===== src/rtl/core/svpid_pkg.sv =====
// Shared constants, types and helpers of the servo position PID block.
`default_nettype none

package svpid_pkg;

    // Fixed-point setup
    localparam int ADC_BITS  = 12;
    localparam int FRAC_BITS = 16;

    // Field widths
    localparam int PW_W       = 15;
    localparam int SAMP_W     = 12;
    localparam int DUTY_W     = 8;
    localparam int GAIN_W     = 16;
    localparam int LIMIT_W    = 12;
    localparam int CFG_DATA_W = 16;
    localparam int CFG_IDX_W  = 3;

    // Datapath widths
    localparam int ST_W     = 32;                         // Q16.16 state words
    localparam int WIDE_W   = 37;                         // filter sums, error diff
    localparam int DVD_W    = 36;                         // divider dividend / quotient
    localparam int DIV_W    = (ADC_BITS > 7) ? ADC_BITS : 7;
    localparam int STEP_W   = 4;
    localparam int MUL_A_W  = 34;
    localparam int MUL_B_W  = 23;
    localparam int PROD_W   = MUL_A_W + MUL_B_W;
    localparam int ACC_W    = PROD_W + 1;
    localparam int MAG_SH   = FRAC_BITS + 12;

    // Divider steps (four quotient bits per step)
    localparam logic [STEP_W-1:0] TGT_STEPS  = STEP_W'(3);
    localparam logic [STEP_W-1:0] POS_STEPS  = STEP_W'((ADC_BITS + 8 + 3) / 4);
    localparam logic [STEP_W-1:0] FILT_STEPS = STEP_W'(DVD_W / 4);
    localparam logic [STEP_W-1:0] ISUM_STEPS = STEP_W'(ST_W / 4);
    localparam logic [STEP_W-1:0] DUTY_STEPS = STEP_W'(5);

    // Constant divisors
    localparam logic [DIV_W-1:0] DIV_TGT  = DIV_W'(5);
    localparam logic [DIV_W-1:0] DIV_POS  = DIV_W'((1 << ADC_BITS) - 1);
    localparam logic [DIV_W-1:0] DIV_FILT = DIV_W'(10);
    localparam logic [DIV_W-1:0] DIV_ISUM = DIV_W'(50);
    localparam logic [DIV_W-1:0] DIV_DUTY = DIV_W'(100);

    // Register reset values
    localparam logic [GAIN_W-1:0]  GAIN_P_RST = GAIN_W'(16384);
    localparam logic [GAIN_W-1:0]  GAIN_I_RST = GAIN_W'(82);
    localparam logic [GAIN_W-1:0]  GAIN_D_RST = GAIN_W'(1229);
    localparam logic [DUTY_W-1:0]  FLOOR_RST  = DUTY_W'(46);
    localparam logic [DUTY_W-1:0]  CEIL_RST   = DUTY_W'(191);
    localparam logic [LIMIT_W-1:0] LOW_RST    = LIMIT_W'(10);
    localparam logic [LIMIT_W-1:0] HIGH_RST   = LIMIT_W'(4080);

    // Register indexes
    typedef enum logic [CFG_IDX_W-1:0] {
        CFG_GAIN_P      = 3'd0,
        CFG_GAIN_I      = 3'd1,
        CFG_GAIN_D      = 3'd2,
        CFG_DRIVE_FLOOR = 3'd3,
        CFG_DRIVE_CEIL  = 3'd4,
        CFG_SENSOR_LOW  = 3'd5,
        CFG_SENSOR_HIGH = 3'd6
    } cfg_idx_t;

    // Datapath micro-operations issued by the controller
    typedef enum logic [4:0] {
        UOP_NONE,
        UOP_LOAD,
        UOP_TGT_GO,
        UOP_TGT_END,
        UOP_POS_GO,
        UOP_POS_END,
        UOP_FT_GO,
        UOP_FT_END,
        UOP_FP_GO,
        UOP_FP_END,
        UOP_ERR,
        UOP_ISUM_GO,
        UOP_ISUM_END,
        UOP_MUL_P,
        UOP_MUL_I,
        UOP_MUL_D,
        UOP_MUL_ACC,
        UOP_MAG_GO,
        UOP_DUTY_END,
        UOP_EMIT
    } uop_t;

    typedef struct packed {
        uop_t uop;
    } dp_cmd_t;

    typedef struct packed {
        logic div_done;
        logic fault;
        logic out_free;
    } dp_status_t;

    // Saturate a wide signed value to the 32 bit state range
    function automatic logic signed [ST_W-1:0] sat32(input logic signed [WIDE_W-1:0] v);
        logic signed [WIDE_W-1:0] hi;
        logic signed [WIDE_W-1:0] lo;
        hi = WIDE_W'({1'b0, {(ST_W-1){1'b1}}});
        lo = -hi - WIDE_W'(1);
        if (v > hi) begin
            sat32 = {1'b0, {(ST_W-1){1'b1}}};
        end else if (v < lo) begin
            sat32 = {1'b1, {(ST_W-1){1'b0}}};
        end else begin
            sat32 = ST_W'(v);
        end
    endfunction

endpackage

`default_nettype wire


===== src/rtl/core/svpid_ctrl.sv =====
// Controller: sequences one tick through the datapath.
`default_nettype none

module svpid_ctrl (
    input  logic                   clk,
    input  logic                   rst_n,
    input  logic                   tick_valid,
    output logic                   tick_ready,
    input  svpid_pkg::dp_status_t  status,
    output svpid_pkg::dp_cmd_t     cmd
);
    import svpid_pkg::*;

    typedef enum logic [18:0] {
        S_IDLE   = 19'h00001,
        S_TGT    = 19'h00002,
        S_TGT_W  = 19'h00004,
        S_POS    = 19'h00008,
        S_POS_W  = 19'h00010,
        S_FT     = 19'h00020,
        S_FT_W   = 19'h00040,
        S_FP     = 19'h00080,
        S_FP_W   = 19'h00100,
        S_ERR    = 19'h00200,
        S_ISUM   = 19'h00400,
        S_ISUM_W = 19'h00800,
        S_MP     = 19'h01000,
        S_MI     = 19'h02000,
        S_MD     = 19'h04000,
        S_MACC   = 19'h08000,
        S_MAG    = 19'h10000,
        S_MAG_W  = 19'h20000,
        S_EMIT   = 19'h40000
    } state_t;

    state_t state_reg, state_next;
    uop_t   uop;

    // Next state and micro-op
    always_comb
    begin
        state_next = state_reg;
        uop        = UOP_NONE;
        case (state_reg)
            S_IDLE:
            begin
                if (tick_valid)
                begin
                    uop        = UOP_LOAD;
                    state_next = S_TGT;
                end
            end
            S_TGT:
            begin
                uop        = UOP_TGT_GO;
                state_next = S_TGT_W;
            end
            S_TGT_W:
            begin
                if (status.div_done)
                begin
                    uop        = UOP_TGT_END;
                    state_next = S_POS;
                end
            end
            S_POS:
            begin
                uop        = UOP_POS_GO;
                state_next = S_POS_W;
            end
            S_POS_W:
            begin
                if (status.div_done)
                begin
                    uop        = UOP_POS_END;
                    state_next = S_FT;
                end
            end
            S_FT:
            begin
                uop        = UOP_FT_GO;
                state_next = S_FT_W;
            end
            S_FT_W:
            begin
                if (status.div_done)
                begin
                    uop        = UOP_FT_END;
                    state_next = S_FP;
                end
            end
            S_FP:
            begin
                uop        = UOP_FP_GO;
                state_next = S_FP_W;
            end
            S_FP_W:
            begin
                if (status.div_done)
                begin
                    uop        = UOP_FP_END;
                    state_next = S_ERR;
                end
            end
            S_ERR:
            begin
                uop        = UOP_ERR;
                state_next = status.fault ? S_EMIT : S_ISUM;
            end
            S_ISUM:
            begin
                uop        = UOP_ISUM_GO;
                state_next = S_ISUM_W;
            end
            S_ISUM_W:
            begin
                if (status.div_done)
                begin
                    uop        = UOP_ISUM_END;
                    state_next = S_MP;
                end
            end
            S_MP:
            begin
                uop        = UOP_MUL_P;
                state_next = S_MI;
            end
            S_MI:
            begin
                uop        = UOP_MUL_I;
                state_next = S_MD;
            end
            S_MD:
            begin
                uop        = UOP_MUL_D;
                state_next = S_MACC;
            end
            S_MACC:
            begin
                uop        = UOP_MUL_ACC;
                state_next = S_MAG;
            end
            S_MAG:
            begin
                uop        = UOP_MAG_GO;
                state_next = S_MAG_W;
            end
            S_MAG_W:
            begin
                if (status.div_done)
                begin
                    uop        = UOP_DUTY_END;
                    state_next = S_EMIT;
                end
            end
            S_EMIT:
            begin
                if (status.out_free)
                begin
                    uop        = UOP_EMIT;
                    state_next = S_IDLE;
                end
            end
            default:
            begin
                state_next = S_IDLE;
            end
        endcase
    end

    always_ff @(posedge clk or negedge rst_n)
    begin
        if (!rst_n)
        begin
            state_reg <= S_IDLE;
        end else
        begin
            state_reg <= state_next;
        end
    end

    assign tick_ready = (state_reg == S_IDLE);
    assign cmd.uop    = uop;

endmodule

`default_nettype wire


===== config.mk =====
export PLATFORM = sky130hd
export DESIGN_NAME = svpid_ctrl
export DESIGN_NICKNAME = d
export VERILOG_FILES = /design/src/rtl/core/svpid_pkg.sv /design/src/rtl/core/svpid_ctrl.sv
export SDC_FILE = /design/constraint.sdc
export NUM_CORES = 1
export LEC_CHECK = 0
export ABC_AREA = 1
export BUFFER_PORTS_ARGS = -buffer_cell sky130_fd_sc_hd__buf_2
export CAP_MARGIN = 30
export CORE_AREA = 2 2 57 59
export DETAILED_ROUTE_END_ITERATION = 16
export DIE_AREA = 0 0 59 61
export GPL_TIMING_DRIVEN = 1
export PLACE_DENSITY_LB_ADDON = 0.12
export RECOVER_POWER = 100
export SLEW_MARGIN = 10
export SYNTH_ARGS = -nofsm -noshare
export SYNTH_HDL_FRONTEND = slang
export SYNTH_SLANG_ARGS = --single-unit

===== constraint.sdc =====
create_clock -name clk -period 2.05 [get_ports clk]
set_input_delay 0.3075 -clock clk [delete_from_list [all_inputs] [get_ports clk]]
set_output_delay 0.3075 -clock clk [all_outputs]
set_load 0.02 [all_outputs]

==> flow_metrics.tcl <==
set metrics [dict create \
    fin_crit_sh 1.09 \
    hold_viol 0 \
    drc 0 \
    synth_top_area_cell "dfrtp_1" \
    clk_latency_ns 0.30 \
    wl_um 3710 \
    rr_startpoint "state_reg[17]" \
    drive_gt1_frac 0.386 \
    peakVddDrop_mv 0.631 \
    seq_area_frac_synth 0.357 \
    whs_ns 0.160 \
    antenna_left 0 \
    clkTransAtPathRegs_ns 0.12 \
    whs_path_depth 2 \
    synth.top_cells.by_count "35 x inv_1, 32 x nor2_1, 31 x nand2_1" \
    fillerInstances 277 \
    synthArstFlopShare 1.00 \
    finalSetupViolCount 6 \
    nNetsFinal 240 \
    place_inst 239 \
    synth_cell_types 21 \
    drt_iter0_drc 75 \
    crit_required_ns 1.74 \
    largest_reg_flops 19 \
    syn_area_um2 1340 \
    reg2reg_to "state_reg[0]" \
    synth.most_common_cell "inv_1" \
    tns_ns -0.872 \
    critPathTopFamily "simple AND/OR/NAND/NOR gates" \
    setup_ws_ns -0.189 \
    critPathMaxStageDelay_ns 0.57 \
    fin_cells 266 \
    status "complete, but fails checks" \
    p_per_area_nw_per_um2 894 \
    grt_pass1_wl_um 5980 \
    synthToLayoutAreaGrowth_pct 34.5 \
    die_w_um 59 \
    worst_slew_pin_slew_ns 1.04 \
    path_cells "nor2_4 -> nand2_4 -> nor2_4 -> buf_6 -> nand3_4 -> inv_4 -> nor4_4 -> nand4_1 -> buf_6" \
    viasPerCell 5.33 \
    totalPowerFinal_mw 1.61 \
    rr_worst_depth 10 \
    hold_start "status[1]" \
    timing.final.crit_period_ns 2.24 \
    p_leak_nw 0.967 \
    hp-class "input pin to flop" \
    via_count 1418 \
    synth_area_leaders "dfrtp_1 34%, inv_1 9.8%, nor2_1 9.0%" \
    synth_top_area_share 0.337 \
    max_freq_ghz 0.447 \
    syn_area_per_cell_um2 6.95 \
    fin_skew_ns 0.00249 \
    crit_path_max_fanout 3 \
    grt_pass1_vias 1343 \
    multi_input_area_um2 823 \
    portBuffers 11 \
    clock-sinks 19 \
    track_usage 0.225 \
    synth_edf_count 0 \
    num_rows 20 \
    top_level_ports 12 \
    start_util 0.452 \
    grt_antenna_before_repair 0 \
    register_area_um2 477 \
    maxCapViolCount 0 \
    worstSetupPathType "flop to output pin" \
    failed_checks "negative setup slack" \
    reg2reg_slack_ns 0.07 \
    synth_nets 198 \
    syn_inst 192 \
    relSlewSlack 0.308 \
    cts_tree "built" \
    cp_slowest_cell "dfstp_2" \
    pre_cts_ws_ns 0.0806 \
    root_buffer "clkbuf_4" \
    min_to "state_reg[10]" \
    firstDrtPassIters 4 \
    core_um2 2950 \
    grt_max_degree 20 \
    antenna_cells 0 \
    rsz0062_at_grt "true" \
    ys_ff_latch 19 \
    yosysWarnings 0 \
    hpwl_um 2620 \
    start_kind "flop" \
    grt_overflow 0 \
    cp-end-kind "output pin" \
    critPathArrivalTime_ns 1.93 \
    clockBufferDepth 2 \
    die_height_um 61 \
    htree_levels 1 \
    finalMaxSlewViolations 0 \
    routedWlPerCell_um 14.0 \
    path_buf_inv 3 \
    cts_made_buffers 3 \
    dieArea_um2 3600 \
    synth_flop_cell "dfrtp_1" \
    routabilityCongestion 0.879 \
]
==> repair_timing <==
action / in CTS / in global routing
gates cloned: 0 / 0
endpoints found under the hold margin: 18 / 0
endpoints found under the setup margin: 5 / 7
hold buffers: 1 / 0
pin swaps: 7 / 7
gates resized for setup: 23 / 17
setup buffers: 13 / 9
==> final cells by class <==
class                           instances  share of cell area
Clock buffer                            4              0.0146
Inverter                               38              0.0808
Multi-Input combinational cell        135               0.459
Sequential cell                        19               0.266
Tap cell                               33              0.0230
Timing Repair Buffer                   37               0.157
==> placed cells by master, fill, tap and decap left out <==
cell type,n
dlygate4sd3_1,1
nor4_4,1
o21ai_2,1
nand2_1,29
and2_4,1
nand3_2,5
dfstp_2,1
nor2_2,11
inv_1,32
nand4_1,7
clkbuf_4,3
clkbuf_1,2
buf_2,5
nand3_1,10
buf_6,5
a21oi_4,1
nand3_4,3
dfrtp_1,18
inv_4,1
nor2_4,9
o21ai_1,1
o21ai_0,7
nor3_1,12
nand2_2,10
and2_1,1
nand3b_1,1
buf_4,25
nand2_4,3
inv_2,5
nor2_1,22
==> metrics by stage <==
stage          area [um2]  utilization
2_1_floorplan        1340            -
3_3_place_gp         1450        0.492
3_5_place_dp         1450        0.492
4_1_cts              1670        0.566
5_1_grt              1800        0.608
6_report             1800        0.608
==> worst max path at each step <==
stage / start / end / cells after the start
after floorplan: state_reg[0] / cmd[2] / 7
after global placement: state_reg[0] / cmd[2] / 8
after detailed placement: state_reg[0] / cmd[2] / 8
after CTS: state_reg[0] / cmd[2] / 9
after global routing: state_reg[0] / cmd[2] / 9
final: state_reg[0] / cmd[2] / 9
==> power by group <==
group / switching, mW / total, mW / internal [mW]
registers: 0.0287 / 0.443 / 0.415
clock network: 0.125 / 0.201 / 0.0758
logic: 0.578 / 0.961 / 0.383
==> routing by layer <==
layer,track usage,vias to the layer above,wire (um)
met3,0.0426,10,204
met5,0,-,0
li1,-,689,-
met2,0.403,45,1850
met1,0.272,674,1590
met4,0.0747,0,72
==> kinds of logic after synthesis <==
kind of cell	count (synthesis)	synth area share
buffers and inverters	38	0.107
and+or+nand+nor	125	0.487
DFF	19	0.357
AOI/OAI and AO/OA	10	0.0487
(Power assumes the default switching activity.)
